===== src/sv/bitmap_page_allocator_defines.svh =====
// Assertion shorthands used by the allocator controller.
`ifndef BITMAP_PAGE_ALLOCATOR_DEFINES_SVH
`define BITMAP_PAGE_ALLOCATOR_DEFINES_SVH

// Same-cycle implication, checked on clk with arst_n as the disable.
`define BPA_ASSERT_IMP(label, ante, cons, msg) \
	label: assert property (@(posedge clk) disable iff (!arst_n) (ante) |-> (cons)) \
		else $error(msg);

// Next-cycle implication.
`define BPA_ASSERT_NXT(label, ante, cons, msg) \
	label: assert property (@(posedge clk) disable iff (!arst_n) (ante) |=> (cons)) \
		else $error(msg);

`endif


===== src/sv/bpa_pkg.sv =====
`timescale 1ns / 1ps

package bpa_pkg;

	localparam int WORD_BITS = 64;
	localparam int WORD_LOG2 = 6;
	localparam int CNT_W     = 13;
	localparam logic [CNT_W-1:0] CNT_MAX = 13'h1FFF;

	localparam int RST_PAGE_LIMIT = 4096;
	localparam int RST_RESERVED   = 768;

	localparam logic [1:0] MODE_ALLOC = 2'd0;
	localparam logic [1:0] MODE_FREE  = 2'd1;
	localparam logic [1:0] MODE_INIT  = 2'd2;

	localparam logic [1:0] RSP_OK    = 2'd0;
	localparam logic [1:0] RSP_NOFIT = 2'd1;
	localparam logic [1:0] RSP_BAD   = 2'd2;

	localparam logic REG_PAGE_LIMIT = 1'b0;
	localparam logic REG_RESERVED   = 1'b1;

	typedef enum logic [3:0] {
		S_RST_SWEEP,
		S_IDLE,
		S_DECODE,
		S_SWEEP,
		S_SCAN_RD,
		S_SCAN_EV,
		S_PASS2,
		S_TAKE,
		S_FREE_RD,
		S_FREE_EV,
		S_DONE
	} state_t;

	typedef enum logic [2:0] {
		JOB_DONE,
		JOB_SWEEP,
		JOB_SCAN,
		JOB_PASS2,
		JOB_FREE
	} job_t;

	typedef struct packed {
		logic capture;
		logic decode;
		logic sweep;
		logic rd;
		logic scan_ev;
		logic pass2;
		logic take;
		logic free_ev;
		logic finish;
	} cmd_t;

	typedef struct packed {
		job_t job;
		logic last;
		logic found;
		logic pass2_ok;
	} sts_t;

endpackage


===== src/sv/bpa_ctrl.sv =====
`timescale 1ns / 1ps
`include "bitmap_page_allocator_defines.svh"

module bpa_ctrl (
	input  logic          clk,
	input  logic          arst_n,
	input  logic          in_valid,
	output logic          in_stall,
	output logic          out_valid,
	input  logic          out_stall,
	input  bpa_pkg::sts_t sts,
	output bpa_pkg::cmd_t cmd
);
	import bpa_pkg::*;

	state_t state_q, state_nx;
	logic   out_valid_q;

	always_ff @(posedge clk or negedge arst_n) begin
		if (!arst_n) begin
			state_q     <= S_RST_SWEEP;
			out_valid_q <= 1'b0;
		end else begin
			state_q <= state_nx;
			if (cmd.finish) begin
				out_valid_q <= 1'b1;
			end else if (!out_stall) begin
				out_valid_q <= 1'b0;
			end
		end
	end

	always_comb begin
		state_nx = state_q;
		case (state_q)
			S_RST_SWEEP: begin
				if (sts.last) state_nx = S_IDLE;
			end
			S_IDLE: begin
				if (in_valid) state_nx = S_DECODE;
			end
			S_DECODE: begin
				case (sts.job)
					JOB_SWEEP: state_nx = S_SWEEP;
					JOB_SCAN:  state_nx = S_SCAN_RD;
					JOB_PASS2: state_nx = S_PASS2;
					JOB_FREE:  state_nx = S_FREE_RD;
					default:   state_nx = S_DONE;
				endcase
			end
			S_SWEEP: begin
				if (sts.last) state_nx = S_DONE;
			end
			S_SCAN_RD: state_nx = S_SCAN_EV;
			S_SCAN_EV: begin
				if (sts.found) state_nx = S_TAKE;
				else if (sts.last) state_nx = S_PASS2;
				else state_nx = S_SCAN_RD;
			end
			S_PASS2: begin
				state_nx = sts.pass2_ok ? S_SCAN_RD : S_DONE;
			end
			S_TAKE: begin
				if (sts.last) state_nx = S_DONE;
			end
			S_FREE_RD: state_nx = S_FREE_EV;
			S_FREE_EV: begin
				state_nx = sts.last ? S_DONE : S_FREE_RD;
			end
			S_DONE: begin
				if (!out_valid_q || !out_stall) state_nx = S_IDLE;
			end
			default: state_nx = S_IDLE;
		endcase
	end

	always_comb begin
		cmd = '0;
		case (state_q)
			S_RST_SWEEP: cmd.sweep   = 1'b1;
			S_IDLE:      cmd.capture = in_valid;
			S_DECODE:    cmd.decode  = 1'b1;
			S_SWEEP:     cmd.sweep   = 1'b1;
			S_SCAN_RD:   cmd.rd      = 1'b1;
			S_SCAN_EV:   cmd.scan_ev = 1'b1;
			S_PASS2:     cmd.pass2   = 1'b1;
			S_TAKE:      cmd.take    = 1'b1;
			S_FREE_RD:   cmd.rd      = 1'b1;
			S_FREE_EV:   cmd.free_ev = 1'b1;
			S_DONE:      cmd.finish  = !out_valid_q || !out_stall;
			default:     cmd = '0;
		endcase
	end

	assign in_stall  = (state_q != S_IDLE);
	assign out_valid = out_valid_q;

	`BPA_ASSERT_NXT(a_accept_decodes, in_valid && !in_stall, state_q == S_DECODE, "accepted beat not decoded")
	`BPA_ASSERT_IMP(a_scan_ev_after_rd, state_q == S_SCAN_EV, $past(state_q) == S_SCAN_RD, "scan evaluated without a read")
	`BPA_ASSERT_IMP(a_free_ev_after_rd, state_q == S_FREE_EV, $past(state_q) == S_FREE_RD, "free evaluated without a read")
	`BPA_ASSERT_IMP(a_result_from_done, $rose(out_valid_q), $past(state_q) == S_DONE, "result raised outside completion")

endmodule


===== config.mk =====
export PLATFORM = sky130hd
export DESIGN_NAME = bpa_ctrl
export DESIGN_NICKNAME = d
export VERILOG_FILES = /design/src/sv/bpa_pkg.sv /design/src/sv/bpa_ctrl.sv
export VERILOG_INCLUDE_DIRS = /design/src /design/src/sv
export SDC_FILE = /design/constraint.sdc
export NUM_CORES = 1
export LEC_CHECK = 0
export BUFFER_PORTS_ARGS = -buffer_cell sky130_fd_sc_hd__buf_2
export CORE_AREA = 2 2 39 41
export DETAILED_ROUTE_END_ITERATION = 8
export DIE_AREA = 0 0 41 43
export PLACE_DENSITY = 0.76
export REMOVE_ABC_BUFFERS = 1
export SLEW_MARGIN = 20
export SYNTH_ARGS = -nofsm -noshare
export SYNTH_HDL_FRONTEND = slang
export SYNTH_SLANG_ARGS = --single-unit
export TNS_END_PERCENT = 1

===== constraint.sdc =====
create_clock -name clk -period 1.6 [get_ports clk]
set_input_delay 0.32 -clock clk [delete_from_list [all_inputs] [get_ports clk]]
set_output_delay 0.32 -clock clk [all_outputs]
set_load 0.02 [all_outputs]

==> flow_metrics.env <==
export IMPL_outcome="complete, but fails checks"
export IMPL_violations="negative setup slack"
export IMPL_crit_path_cell_trace="or4b_4 > nor2_4 > buf_6"
export IMPL_clkSinkCount=5
export IMPL_hp_class="primary input to flip-flop"
export IMPL_core_region_area_um2=1380
export IMPL_antenna_found_initial=0
export IMPL_routabilityCongestion=0.846
export IMPL_grt_overflow_total=0
export IMPL_fin_area_um2=790
export IMPL_setup_viol=9
export IMPL_finalCritPeriodShare_pct=109
export IMPL_synth_area_um2=485
export IMPL_synth_yosys_seq_area_share_pct=25.8
export IMPL_regToRegSetupSlack_ns=-0.03
export IMPL_rsz0062_at_grt="true"
export IMPL_num_antenna_cells=0
export IMPL_path_delay_family="simple AND/OR/NAND/NOR gates"
export IMPL_io_pins=21
export IMPL_finalWirelength_um=1430
export IMPL_grt_pass1_vias=539
export IMPL_dp_cells=105
export IMPL_hold_violations=0
export IMPL_setup_worst_path_end_class="primary output"
export IMPL_worstReg2RegStart="state_q[1]"
export IMPL_grt_pass1_wl_um=2160
export IMPL_worst_slack_ns=-0.145
export IMPL_cap_violations=0
export IMPL_ys_seq_elements=5
export IMPL_min_from="sts[0]"
export IMPL_critPathBufInv=1
export IMPL_worst_clock_skew_ns=0.00115
export IMPL_die_w_um=41
export IMPL_p_leak_nw=0.377
export IMPL_ir_drop_v=0.000799
export IMPL_die_y_um=43
export IMPL_yosysWarnings=0
export IMPL_ctsRootBufferMaster="clkbuf_4"
export IMPL_firstDrtPassIters=4
export IMPL_dp_hpwl_um=948
export IMPL_grt_use_total_pct=17.9
export IMPL_final_core_util_pct=57.1
export IMPL_std_cell_rows=14
export IMPL_start_util_pct=35.1
export IMPL_place_area_um2=634
export IMPL_power_total_w=0.00175
export IMPL_nets=108
export IMPL_slew_violations=0
export IMPL_path_clk_slew_ns=0.04
export IMPL_power_density_nw_per_um2=2220
export IMPL_ant_nets=0
export IMPL_clockBufferDepth=2
export IMPL_synthToLayoutAreaGrowth_pct=62.6
export IMPL_layout_drive_gt1_share_pct=51.5
export IMPL_portBuffers=20
export IMPL_insertion_delay_ns=0.24
export IMPL_cts_tree="built"
export IMPL_cp_required_ns=1.28
export IMPL_layout_min_cycle_time_ns=1.75
export IMPL_worstPathArrival_ns=1.43
export IMPL_layout_cells_non_filler=113
export IMPL_syn_area_per_cell_um2=7.25
export IMPL_crit_start="state_q[1]"
export IMPL_fmax_ghz=0.573
export IMPL_dieArea_um2=1760
export IMPL_start_kind="flip-flop"
export IMPL_relSlewSlack_pct=84.9
export IMPL_cp_slowest_cell="or4b_4"
export IMPL_slowest_delay_ns=0.57
export IMPL_fin_setup_tns_ns=-0.540
export IMPL_drtIter0Drc=11
export IMPL_post_route_drc_count=0
export IMPL_via_count=594
export IMPL_post_drt_wl_per_cell_um=12.7
export IMPL_grt_max_degree=14
export IMPL_htreeDepth=1
export IMPL_synth_distinct_cells=35
export IMPL_syn_inst=67
export IMPL_cts_buffers=3
export IMPL_worst_slew_pin_transition_ns=0.225
export IMPL_crit_type="flip-flop to primary output"
export IMPL_crit_fanout=3
export IMPL_via_per_inst=5.26
-- layout make-up --
class / instances / area, um2
timing repair buffer: 30 / 214
fill: 117 / 594
multi-input combinational: 53 / 385
tap: 16 / 20.0
clock buffer: 4 / 26.3
inverter: 5 / 18.8
sequential: 5 / 125
-- stage by stage --
stage / setup WS [ns] / hold slack, ns
after floorplan: -0.119 / 0.0244
after global placement: 0.0703 / 0.135
after detailed placement: 0.0354 / 0.134
after CTS: -0.129 / 0.333
after global routing: -0.182 / 0.358
final: -0.145 / 0.345
-- layout by cell type, fill, tap and decap left out, types with 2 or more instances in the layout --
cell and count:
a21oi_1 6, a21oi_2 2, buf_2 13, buf_4 11
buf_6 5, clkbuf_4 3, dfrtp_1 5, inv_1 3
inv_2 2, nand2_1 6, nand2b_4 2, nor2_1 3
nor2_2 4, nor2b_1 3
-- worst reg2reg max path, cell delays in order, from the launching register on --
cell,delay (ns)
dfrtp_1,0.38
buf_4,0.14
buf_4,0.12
or3_1,0.32
a211o_1,0.31
and2_4,0.16
o211ai_2,0.13
-- where the power goes --
part	internal (W)	total [W]	switching (W)
Sequential	0.000194	0.000243	0.0000485
Combinational	0.000635	0.00136	0.000728
Clock	0.0000943	0.000146	0.0000521
-- cells in the mapped netlist, drive strengths merged --
cell	n	area [um2]
a221o	1	10.0
o22ai	1	6.26
or3	1	6.26
nand2b	3	18.8
xor2	1	8.76
and2	1	8.76
or4b	1	13.8
o32a	1	10.0
nor2b	3	18.8
o211ai	2	20.0
a21oi	8	43.8
buf	2	8.75
nand3	1	5.00
or2	1	6.26
clkbuf	2	7.51
o21bai	1	7.51
a31oi	1	6.26
dfrtp	5	125
a22oi	1	7.51
nor2	8	30.0
a211o	1	8.76
nand4bb	1	11.3
a21boi	1	7.51
inv	5	18.8
and3	1	6.26
o2111ai	1	8.76
o22a	1	8.76
nand2	7	26.3
o21ai	2	10.0
nor3	2	10.0
-- routing by layer --
metal  global-route usage, %  up-vias  share of wire [%]
met1                    22.2      271                 41
met2                    27.8       19                 51
li1                        -      300                  -
met4                    9.33        0                1.8
met3                    3.14        4                5.8
met5                       0        -                  0
-- cell families (layout without fill, tap and decap cells) --
| kind of cell | Yosys count | in the layout | share of synthesized area [%] |
|---|---|---|---|
| and+or+nand+nor | 30 | 30 | 33.3 |
| xor gates and xnor gates | 1 | 1 | 1.80 |
| AOI/OAI and AO/OA | 22 | 22 | 32.0 |
| buffers and inverters | 9 | 39 | 7.21 |
| DFF | 5 | 5 | 25.8 |
-- timing repair --
action	CTS	global route
pin swaps	3	1
setup buffers	3	0
setup endpoints to repair	6	12
hold endpoints to repair	5	0
resized for setup	8	18
cloned	0	0
hold buffers	1	0
-- registers in the layout, indices dropped and copies added, names as in the netlist --
| register | flops |
|---|---|
| state_q | 4 |
| out_valid | 1 |
-- worst paths after layout --
kind	to	cells past startpoint
max	cmd[8]	3
min	state_q[2]	2
max reg2reg	state_q[1]	6
min reg2reg	out_valid	2
max in group asynchronous	state_q[2]	2
min in group asynchronous	state_q[3]	2
(Power assumes the default switching activity.)
